### config.mk
export PLATFORM = sky130hd
export DESIGN_NAME = exclusive_access_monitor_table
export DESIGN_NICKNAME = d
export VERILOG_FILES = /design/src/rtl/eamt_pkg.sv /design/src/rtl/exclusive_access_monitor_table.sv /design/src/rtl/eamt_ctrl.sv /design/src/rtl/eamt_datapath.sv
export SDC_FILE = /design/constraint.sdc
export NUM_CORES = 2
export LEC_CHECK = 0
export ABC_AREA = 1
export BUFFER_PORTS_ARGS = -buffer_cell sky130_fd_sc_hd__buf_2
export CORE_UTILIZATION = 35
export CTS_CLUSTER_DIAMETER = 50
export CTS_CLUSTER_SIZE = 25
export DETAILED_ROUTE_END_ITERATION = 10
export MAX_ROUTING_LAYER = met4
export PLACE_DENSITY_LB_ADDON = 0.15
export RECOVER_POWER = 100
export REMOVE_ABC_BUFFERS = 1
export SLEW_MARGIN = 20
export SYNTH_ARGS = -nofsm -noshare
export SYNTH_HDL_FRONTEND = slang
export SYNTH_SLANG_ARGS = --single-unit
export TNS_END_PERCENT = 30
### constraint.sdc
create_clock -name clk -period 5.1 [get_ports clk]
set_clock_uncertainty 0.2 [all_clocks]
set_input_delay 0.51 -clock clk [delete_from_list [all_inputs] [get_ports clk]]
set_output_delay 0.51 -clock clk [all_outputs]
set_load 0.01 [all_outputs]
### src/rtl/eamt_pkg.sv
// ----------------------------------------------------------------------------
// eamt_pkg
// Shared types and constants for the exclusive access monitor table.
// ----------------------------------------------------------------------------
package eamt_pkg;

	localparam int TABLE_ENTRIES = 16;
	localparam int OWNER_BITS    = 8;
	localparam int ADDR_BITS     = 64;
	localparam int PID_BITS      = 8;
	localparam int SHIFT_BITS    = 5;

	localparam logic [SHIFT_BITS-1:0] GRANULE_SHIFT_MAX = SHIFT_BITS'(16);

	// request operation codes
	typedef enum logic [1:0] {
		MODE_TAG    = 2'd0,
		MODE_POISON = 2'd1,
		MODE_QUERY  = 2'd2,
		MODE_UNTAG  = 2'd3
	} mode_t;

	typedef struct packed {
		logic [1:0]           mode;
		logic [ADDR_BITS-1:0] address;
		logic [PID_BITS-1:0]  cpu_id;
	} req_t;

	typedef struct packed {
		logic answer;
		logic table_full;
	} res_t;

	// controller -> datapath
	typedef struct packed {
		logic load;
		logic eval;
		logic commit;
	} cmd_t;

endpackage

### src/rtl/exclusive_access_monitor_table.sv
// ----------------------------------------------------------------------------
// exclusive_access_monitor_table
// Global exclusive monitor: reservation table for exclusive load/store pairs.
// ----------------------------------------------------------------------------
//
//  channel  | handshake              | word
//  ---------+------------------------+------------------------------------
//  request  | start / busy           | req_t {mode, address, cpu_id}
//  result   | done (1-cycle strobe)  | res_t {answer, table_full}
//  config   | APB psel/penable/...   | granule_shift at every address
//
//  A request word is taken at an edge with start high and busy low.
//  Each request passes through latch and round, parallel tag compare over
//  all entries, then commit; done pulses in the cycle after commit and busy
//  is already low then, so the next word can be taken alongside the result.
//  A new word waits until the three controller states have run.
//  Reset clears the valid bits and the granule register; the result side
//  cannot stall, so done is never held.
//
module exclusive_access_monitor_table import eamt_pkg::*; (
	input  logic        clk,
	input  logic        arst_n,
	// request
	input  logic        start,
	output logic        busy,
	input  req_t        request,
	// result
	output logic        done,
	output res_t        result,
	// config
	input  logic        psel,
	input  logic        penable,
	input  logic        pwrite,
	input  logic [1:0]  paddr,
	input  logic [31:0] pwdata,
	output logic [31:0] prdata,
	output logic        pready
);

	cmd_t                  cmd;
	logic [SHIFT_BITS-1:0] granule_shift_q;

	// single register; every word address maps to it
	always_ff @(posedge clk or negedge arst_n) begin
		if (!arst_n) begin
			granule_shift_q <= '0;
		end else if (psel && penable && pwrite && (paddr[1:0] == 2'd0 || 1'b1)) begin
			granule_shift_q <= pwdata[SHIFT_BITS-1:0];
		end
	end

	assign prdata = 32'(granule_shift_q);
	assign pready = 1'b1;

	eamt_ctrl u_ctrl (
		.clk    (clk),
		.arst_n (arst_n),
		.start  (start),
		.busy   (busy),
		.cmd    (cmd)
	);

	eamt_datapath u_dp (
		.clk           (clk),
		.arst_n        (arst_n),
		.cmd           (cmd),
		.request       (request),
		.granule_shift (granule_shift_q),
		.done          (done),
		.result        (result)
	);

`ifndef SYNTHESIS
	// a result only follows a busy cycle
	a_done_after_busy: assert property (@(posedge clk) disable iff (!arst_n)
		done |-> $past(busy))
		else $error("done without preceding work");

	// an accepted word makes the block busy
	a_accept_busy: assert property (@(posedge clk) disable iff (!arst_n)
		(start && !busy) |=> busy)
		else $error("accepted word did not start work");

	// a dropped tag never also reports an answer
	a_full_excl: assert property (@(posedge clk) disable iff (!arst_n)
		done |-> !(result.answer && result.table_full))
		else $error("answer and table_full both set");

	// no result while a word is still in flight
	a_done_idle: assert property (@(posedge clk) disable iff (!arst_n)
		done |-> !busy || $past(start && !busy))
		else $error("result overlaps work");
`endif

endmodule

### src/rtl/eamt_ctrl.sv
// ----------------------------------------------------------------------------
// eamt_ctrl
// Request sequencer: accept, match, commit.
// ----------------------------------------------------------------------------
module eamt_ctrl import eamt_pkg::*; (
	input  logic clk,
	input  logic arst_n,
	input  logic start,
	output logic busy,
	output cmd_t cmd
);

	typedef enum logic [2:0] {
		ST_IDLE   = 3'b001,
		ST_EVAL   = 3'b010,
		ST_COMMIT = 3'b100
	} state_t;

	state_t state_q, state_d;

	always_comb begin
		state_d    = state_q;
		cmd.load   = 1'b0;
		cmd.eval   = 1'b0;
		cmd.commit = 1'b0;
		unique case (state_q)
			ST_IDLE: begin
				if (start) begin
					cmd.load = 1'b1;
					state_d  = ST_EVAL;
				end
			end
			ST_EVAL: begin
				cmd.eval = 1'b1;
				state_d  = ST_COMMIT;
			end
			ST_COMMIT: begin
				cmd.commit = 1'b1;
				state_d    = ST_IDLE;
			end
			default: begin
				state_d = ST_IDLE;
			end
		endcase
	end

	always_ff @(posedge clk or negedge arst_n) begin
		if (!arst_n) begin
			state_q <= ST_IDLE;
		end else begin
			state_q <= state_d;
		end
	end

	assign busy = (state_q != ST_IDLE);

endmodule

### src/rtl/eamt_datapath.sv
// ----------------------------------------------------------------------------
// eamt_datapath
// Reservation table, request registers, parallel match and update.
// ----------------------------------------------------------------------------
module eamt_datapath import eamt_pkg::*; (
	input  logic                  clk,
	input  logic                  arst_n,
	input  cmd_t                  cmd,
	input  req_t                  request,
	input  logic [SHIFT_BITS-1:0] granule_shift,
	output logic                  done,
	output res_t                  result
);

	// table
	logic [TABLE_ENTRIES-1:0] valid_q;
	logic [TABLE_ENTRIES-1:0] poisoned_q;
	logic [ADDR_BITS-1:0]     entry_addr_q  [TABLE_ENTRIES];
	logic [OWNER_BITS-1:0]    entry_owner_q [TABLE_ENTRIES];

	// request word
	logic [1:0]            req_mode_q;
	logic [ADDR_BITS-1:0]  req_addr_q;
	logic [OWNER_BITS-1:0] req_owner_q;

	// match stage
	logic [TABLE_ENTRIES-1:0] hit_s1;
	logic [TABLE_ENTRIES-1:0] own_s1;
	logic [TABLE_ENTRIES-1:0] free_s1;
	logic                     full_s1;

	logic                  done_q;
	res_t                  res_q;

	logic [SHIFT_BITS-1:0] shift_eff;
	logic [ADDR_BITS-1:0]  round_mask;

	always_comb begin
		shift_eff = (granule_shift > GRANULE_SHIFT_MAX) ? GRANULE_SHIFT_MAX : granule_shift;
		for (int b = 0; b < ADDR_BITS; b++) begin
			round_mask[b] = (b >= int'(shift_eff));
		end
	end

	always_ff @(posedge clk) begin
		if (cmd.load) begin
			req_mode_q  <= request.mode;
			req_addr_q  <= request.address & round_mask;
			req_owner_q <= request.cpu_id[OWNER_BITS-1:0];
		end
	end

	// parallel compare; lowest free slot as a one-hot word
	logic [TABLE_ENTRIES-1:0] hit_d, own_d, free_vec;

	always_comb begin
		for (int i = 0; i < TABLE_ENTRIES; i++) begin
			hit_d[i] = valid_q[i] && (entry_addr_q[i] == req_addr_q);
			own_d[i] = (entry_owner_q[i] == req_owner_q);
		end
		free_vec = ~valid_q;
	end

	always_ff @(posedge clk) begin
		if (cmd.eval) begin
			hit_s1  <= hit_d;
			own_s1  <= own_d;
			free_s1 <= free_vec & (~free_vec + TABLE_ENTRIES'(1));
			full_s1 <= &valid_q;
		end
	end

	// commit
	logic hit_any, own_hit, pois_hit;
	res_t res_d;
	logic do_alloc;

	always_comb begin
		hit_any  = |hit_s1;
		own_hit  = |(hit_s1 & own_s1);
		pois_hit = |(hit_s1 & own_s1 & poisoned_q);
		do_alloc = 1'b0;
		res_d    = '0;
		unique case (mode_t'(req_mode_q))
			MODE_TAG: begin
				if (!hit_any) begin
					if (full_s1) begin
						res_d.table_full = 1'b1;
					end else begin
						do_alloc = 1'b1;
					end
				end
			end
			MODE_POISON: begin
				res_d.answer = hit_any;
			end
			MODE_QUERY: begin
				res_d.answer = !own_hit || pois_hit;
			end
			MODE_UNTAG: begin
				res_d.answer = 1'b0;
			end
			default: begin
				res_d = '0;
			end
		endcase
	end

	always_ff @(posedge clk or negedge arst_n) begin
		if (!arst_n) begin
			valid_q <= '0;
			done_q  <= 1'b0;
		end else begin
			done_q <= cmd.commit;
			if (cmd.commit) begin
				if (do_alloc) begin
					valid_q <= valid_q | free_s1;
				end else if (mode_t'(req_mode_q) == MODE_UNTAG) begin
					valid_q <= valid_q & ~(hit_s1 & own_s1);
				end
			end
		end
	end

	always_ff @(posedge clk) begin
		if (cmd.commit) begin
			res_q <= res_d;
			for (int i = 0; i < TABLE_ENTRIES; i++) begin
				if (do_alloc && free_s1[i]) begin
					entry_addr_q[i]  <= req_addr_q;
					entry_owner_q[i] <= req_owner_q;
					poisoned_q[i]    <= 1'b0;
				end else if (mode_t'(req_mode_q) == MODE_POISON && hit_s1[i]) begin
					poisoned_q[i] <= 1'b1;
				end
			end
		end
	end

	assign done   = done_q;
	assign result = res_q;

endmodule

==> qor.txt <==
Final nets: 6,149
DP HPWL: 151.6 mm
Fillers: 16,300
DRC errors left: 0
Flop-to-flop setup slack: 0.46 ns
Final wirelength: 242.3 mm
H-tree lvl count: 4
Area after DPL: 63,020 sq um
Post-synth EDFFs: 1,293
CP max stage delay: 2.33 ns
Final setup vio count: 0
Crit-path slowest cell: clkbuf_1
WS Path Type: flop to flop
Lkg Pwr: 26.65 nW
DIE AREA: 171,000 sq um
Initial DRC Count: 6,126
Clk root buf: clkbuf_16
Synthesized area: 59,260 sq um
Top FF cell, synth: edfxtp_1
Vias per inst: 5.190
CP cell instances: clkbuf_1, o22ai_1, nor2_1, nand2_1, nor2_1, nand3_1, nor2_1
Clock-pin slew on the worst setup and hold paths: 0.06 ns
Mean Syn Cell Area: 10.40 sq um
CTS buffer count: 152
R2R cell count: 7
Worst rel slew slack: -119.2%
Internal power consumption: 20.62 mW
Multi-input logic area: 16,270 sq um
RSZ-0062 raised after global routing: no
Crit path top cell by count: nor2_1
CTS tree: yes
Register Area: 39,450 sq um
VDD IR max: 0.3194 mV
Status: finished, violations left
Grt total ovfl: 0
Detail Route Antenna Nets: 0
Yosys cell types: 40
Clk_lat worst skew: 0.82 ns
NetSw: 10.43 mW
Routed WL per cell: 28.92 microns
Vias in the first global route: 39,930
Period utilization: 90.96%
FP Rows: 150
Hold Crit Depth: 3
R2r endpoint: u_dp.hit_s1[13]
Sw Share: 33.59%
Levels on crit path: 7
Violated checks: capacitance limit, slew limit
Drt pass-1 iters: 6
Largest net degree at the start of global routing: 73
Worst hold path type: input port to flop
Clock sinks: 1,318
Die W: 413.5 microns
Layout cell share with drive strength beyond 1: 8.298%
Most frequent cells in the layout: 1,961 x nand2_1, 1,293 x edfxtp_1, 601 x nor2_1
Setup TNS Final: 0 ns
Fin. max-slew vios: 1,078
Cell Pwr Density: 452.0 nW/um^2
Worst setup margin: 0.4611 ns
Reg power frac: 41.9%
GRT Overall Usage: 29.07%
Post-Place Worst Slack: 1.528 ns
Core area: 167,600 sq um
Worst Path Required: 5.38 ns
First-pass GRT wire length: 326.8 mm
Asr flop ratio synth: 1.897%
Ports: 151
Minimum clock period: 4.639 ns
Synth Warn #: 0
Max FO, Critical Path: 26
Worst r2r src: u_dp.req_addr_q[25]
Routed metal-1 wire length: 100.6 mm
Clock power share: 37.8%
Layout area overhead: 15.93%
Crit path buf inv count: 1
Worst-Margin Slew: 3.289 ns
Core Util, Final: 40.99%
WL met3: 23.53 mm
Post-route cell area: 68,700 sq um
Fmax: 0.2156 GHz
Min-delay src: penable
Hold worst-path end: granule_shift_q[0]
Metal2 WL: 107.5 mm
CP Capture Type: flop
Initial antenna violation count: 32
Die Y-Extent: 413.5 microns
Comb power frac: 20.4%
CP Data Arrival Time: 4.92 ns
Commonest non-fill, non-tap cell in the layout: nand2_1
Port bufs: 93
Initial core utilization: 35.36%
Seq/Total Area, Yosys: 66.58%
Highest layer used for signal routing: met4
CP Launch Type: flop
Crit path max-delay family: buffers and inverters
Placer Congestion: 0.9373
Post-synthesis register bit count: 1,318
Mapped Cells: 5,697
Max-cap viol count: 49
Final hold vios: 0
Vias: 43,470
Max Buffers Root-to-Sink: 3
-- final cells by class --
| type | instances | area share, % |
|---|---|---|
| clock inverters | 114 | 1.891 |
| flip-flops and latches | 1318 | 57.43 |
| diodes | 14 | 0.05100 |
| inverters | 628 | 3.491 |
| multi-input cells | 3560 | 23.69 |
| well taps | 2204 | 4.014 |
| clock buffers | 167 | 5.850 |
| repair buffers | 371 | 3.582 |
-- power by group through the flow --
| stage | Sequential [mW] | Combinational, mW | Clock (mW) |
|---|---|---|---|
| 2_1_floorplan | 13.6 | 2.03 | 0 |
| 3_3_place_gp | 13.2 | 6.23 | 0 |
| 3_5_place_dp | 13.2 | 6.25 | 0 |
| 4_1_cts | 13.0 | 6.32 | 11.8 |
| 5_1_grt | 13.0 | 6.48 | 12.2 |
| 6_report | 13.0 | 6.32 | 11.7 |
-- metrics by stage --
step / hold slack (ns) / cells / power (mW)
after floorplan: 0.01441 / 5506 / 15.62
after global placement: 0.2636 / 7995 / 19.42
after detailed placement: 0.2787 / 7995 / 19.45
after CTS: 0.02904 / 8362 / 31.11
after global routing: 0.08083 / 8367 / 31.70
final: 0.08086 / 8376 / 31.05
-- registers in the layout, summed over array words and instances, names as in the netlist, 8 cells and up --
register / count
u_dp.entry_addr_q: 1024
u_dp.entry_owner_q: 128
u_dp.req_addr_q: 64
u_dp.free_s1: 16
u_dp.hit_s1: 16
u_dp.own_s1: 16
u_dp.poisoned_q: 16
u_dp.valid_q: 16
u_dp.req_owner_q: 8
-- worst max path at each step --
stage                        start                         to
6_report       u_dp.req_addr_q[25]            u_dp.hit_s1[13]
5_1_grt             u_dp.hit_s1[6]  u_dp.entry_addr_q[3][218]
4_1_cts             u_dp.hit_s1[6]  u_dp.entry_addr_q[1][219]
3_5_place_dp        u_dp.hit_s1[6]  u_dp.entry_addr_q[1][224]
3_3_place_gp        u_dp.hit_s1[6]  u_dp.entry_addr_q[1][219]
2_1_floorplan    u_ctrl.state_q[0]         u_dp.req_addr_q[0]
-- cells in the mapped netlist (62+ instances only) --
cell type  number  area, sq um
o21ai_0       221         1106
xnor2_1       289         2531
nand3_1       106        530.5
nand4_1        69        431.7
edfxtp_1     1293        38830
o22ai_1       119        744.5
xor2_1         62        543.0
nor2_1        600         2252
buf_2         114        570.6
inv_1         585         2196
buf_4          64        480.5
nand2_1      1961         7361
-- tightest hold or removal path, delay by kind of cell --
kind	cells	cell delay (ns)
multiplexers	1	0.21
AND/OR/NAND/NOR	1	0.23
buffers and inverters	1	0.10
-- timing repair --
action / CTS / global route
buffers inserted: 0 / 0
endpoints found under the hold margin: 104 / 0
resized for setup: 0 / 0
hold buffers: 86 / 0
-- cells by family (layout without fill, tap and decap cells) --
| family | after synthesis | in the layout | synth area share (%) |
|---|---|---|---|
| AOI/OAI and AO/OA | 391 | 391 | 3.670 |
| xor gates and xnor gates | 351 | 351 | 5.188 |
| adders and majority gates | 4 | 4 | 0.08446 |
| buffers and inverters | 845 | 1280 | 6.079 |
| DFF | 1318 | 1318 | 66.58 |
| muxes | 1 | 1 | 0.01900 |
| other | 2 | 42 | 0.01267 |
| and+or+nand+nor | 2785 | 2785 | 18.37 |
-- per-layer routing --
| layer | GRT usage (%) | vias up |
|---|---|---|
| met4 | 11.76 | 0 |
| met1 | 38.95 | 21490 |
| li1 | - | 19260 |
| met2 | 43.53 | 2272 |
| met5 | - | - |
| met3 | 5.165 | 449 |
(Power assumes the default switching activity.)
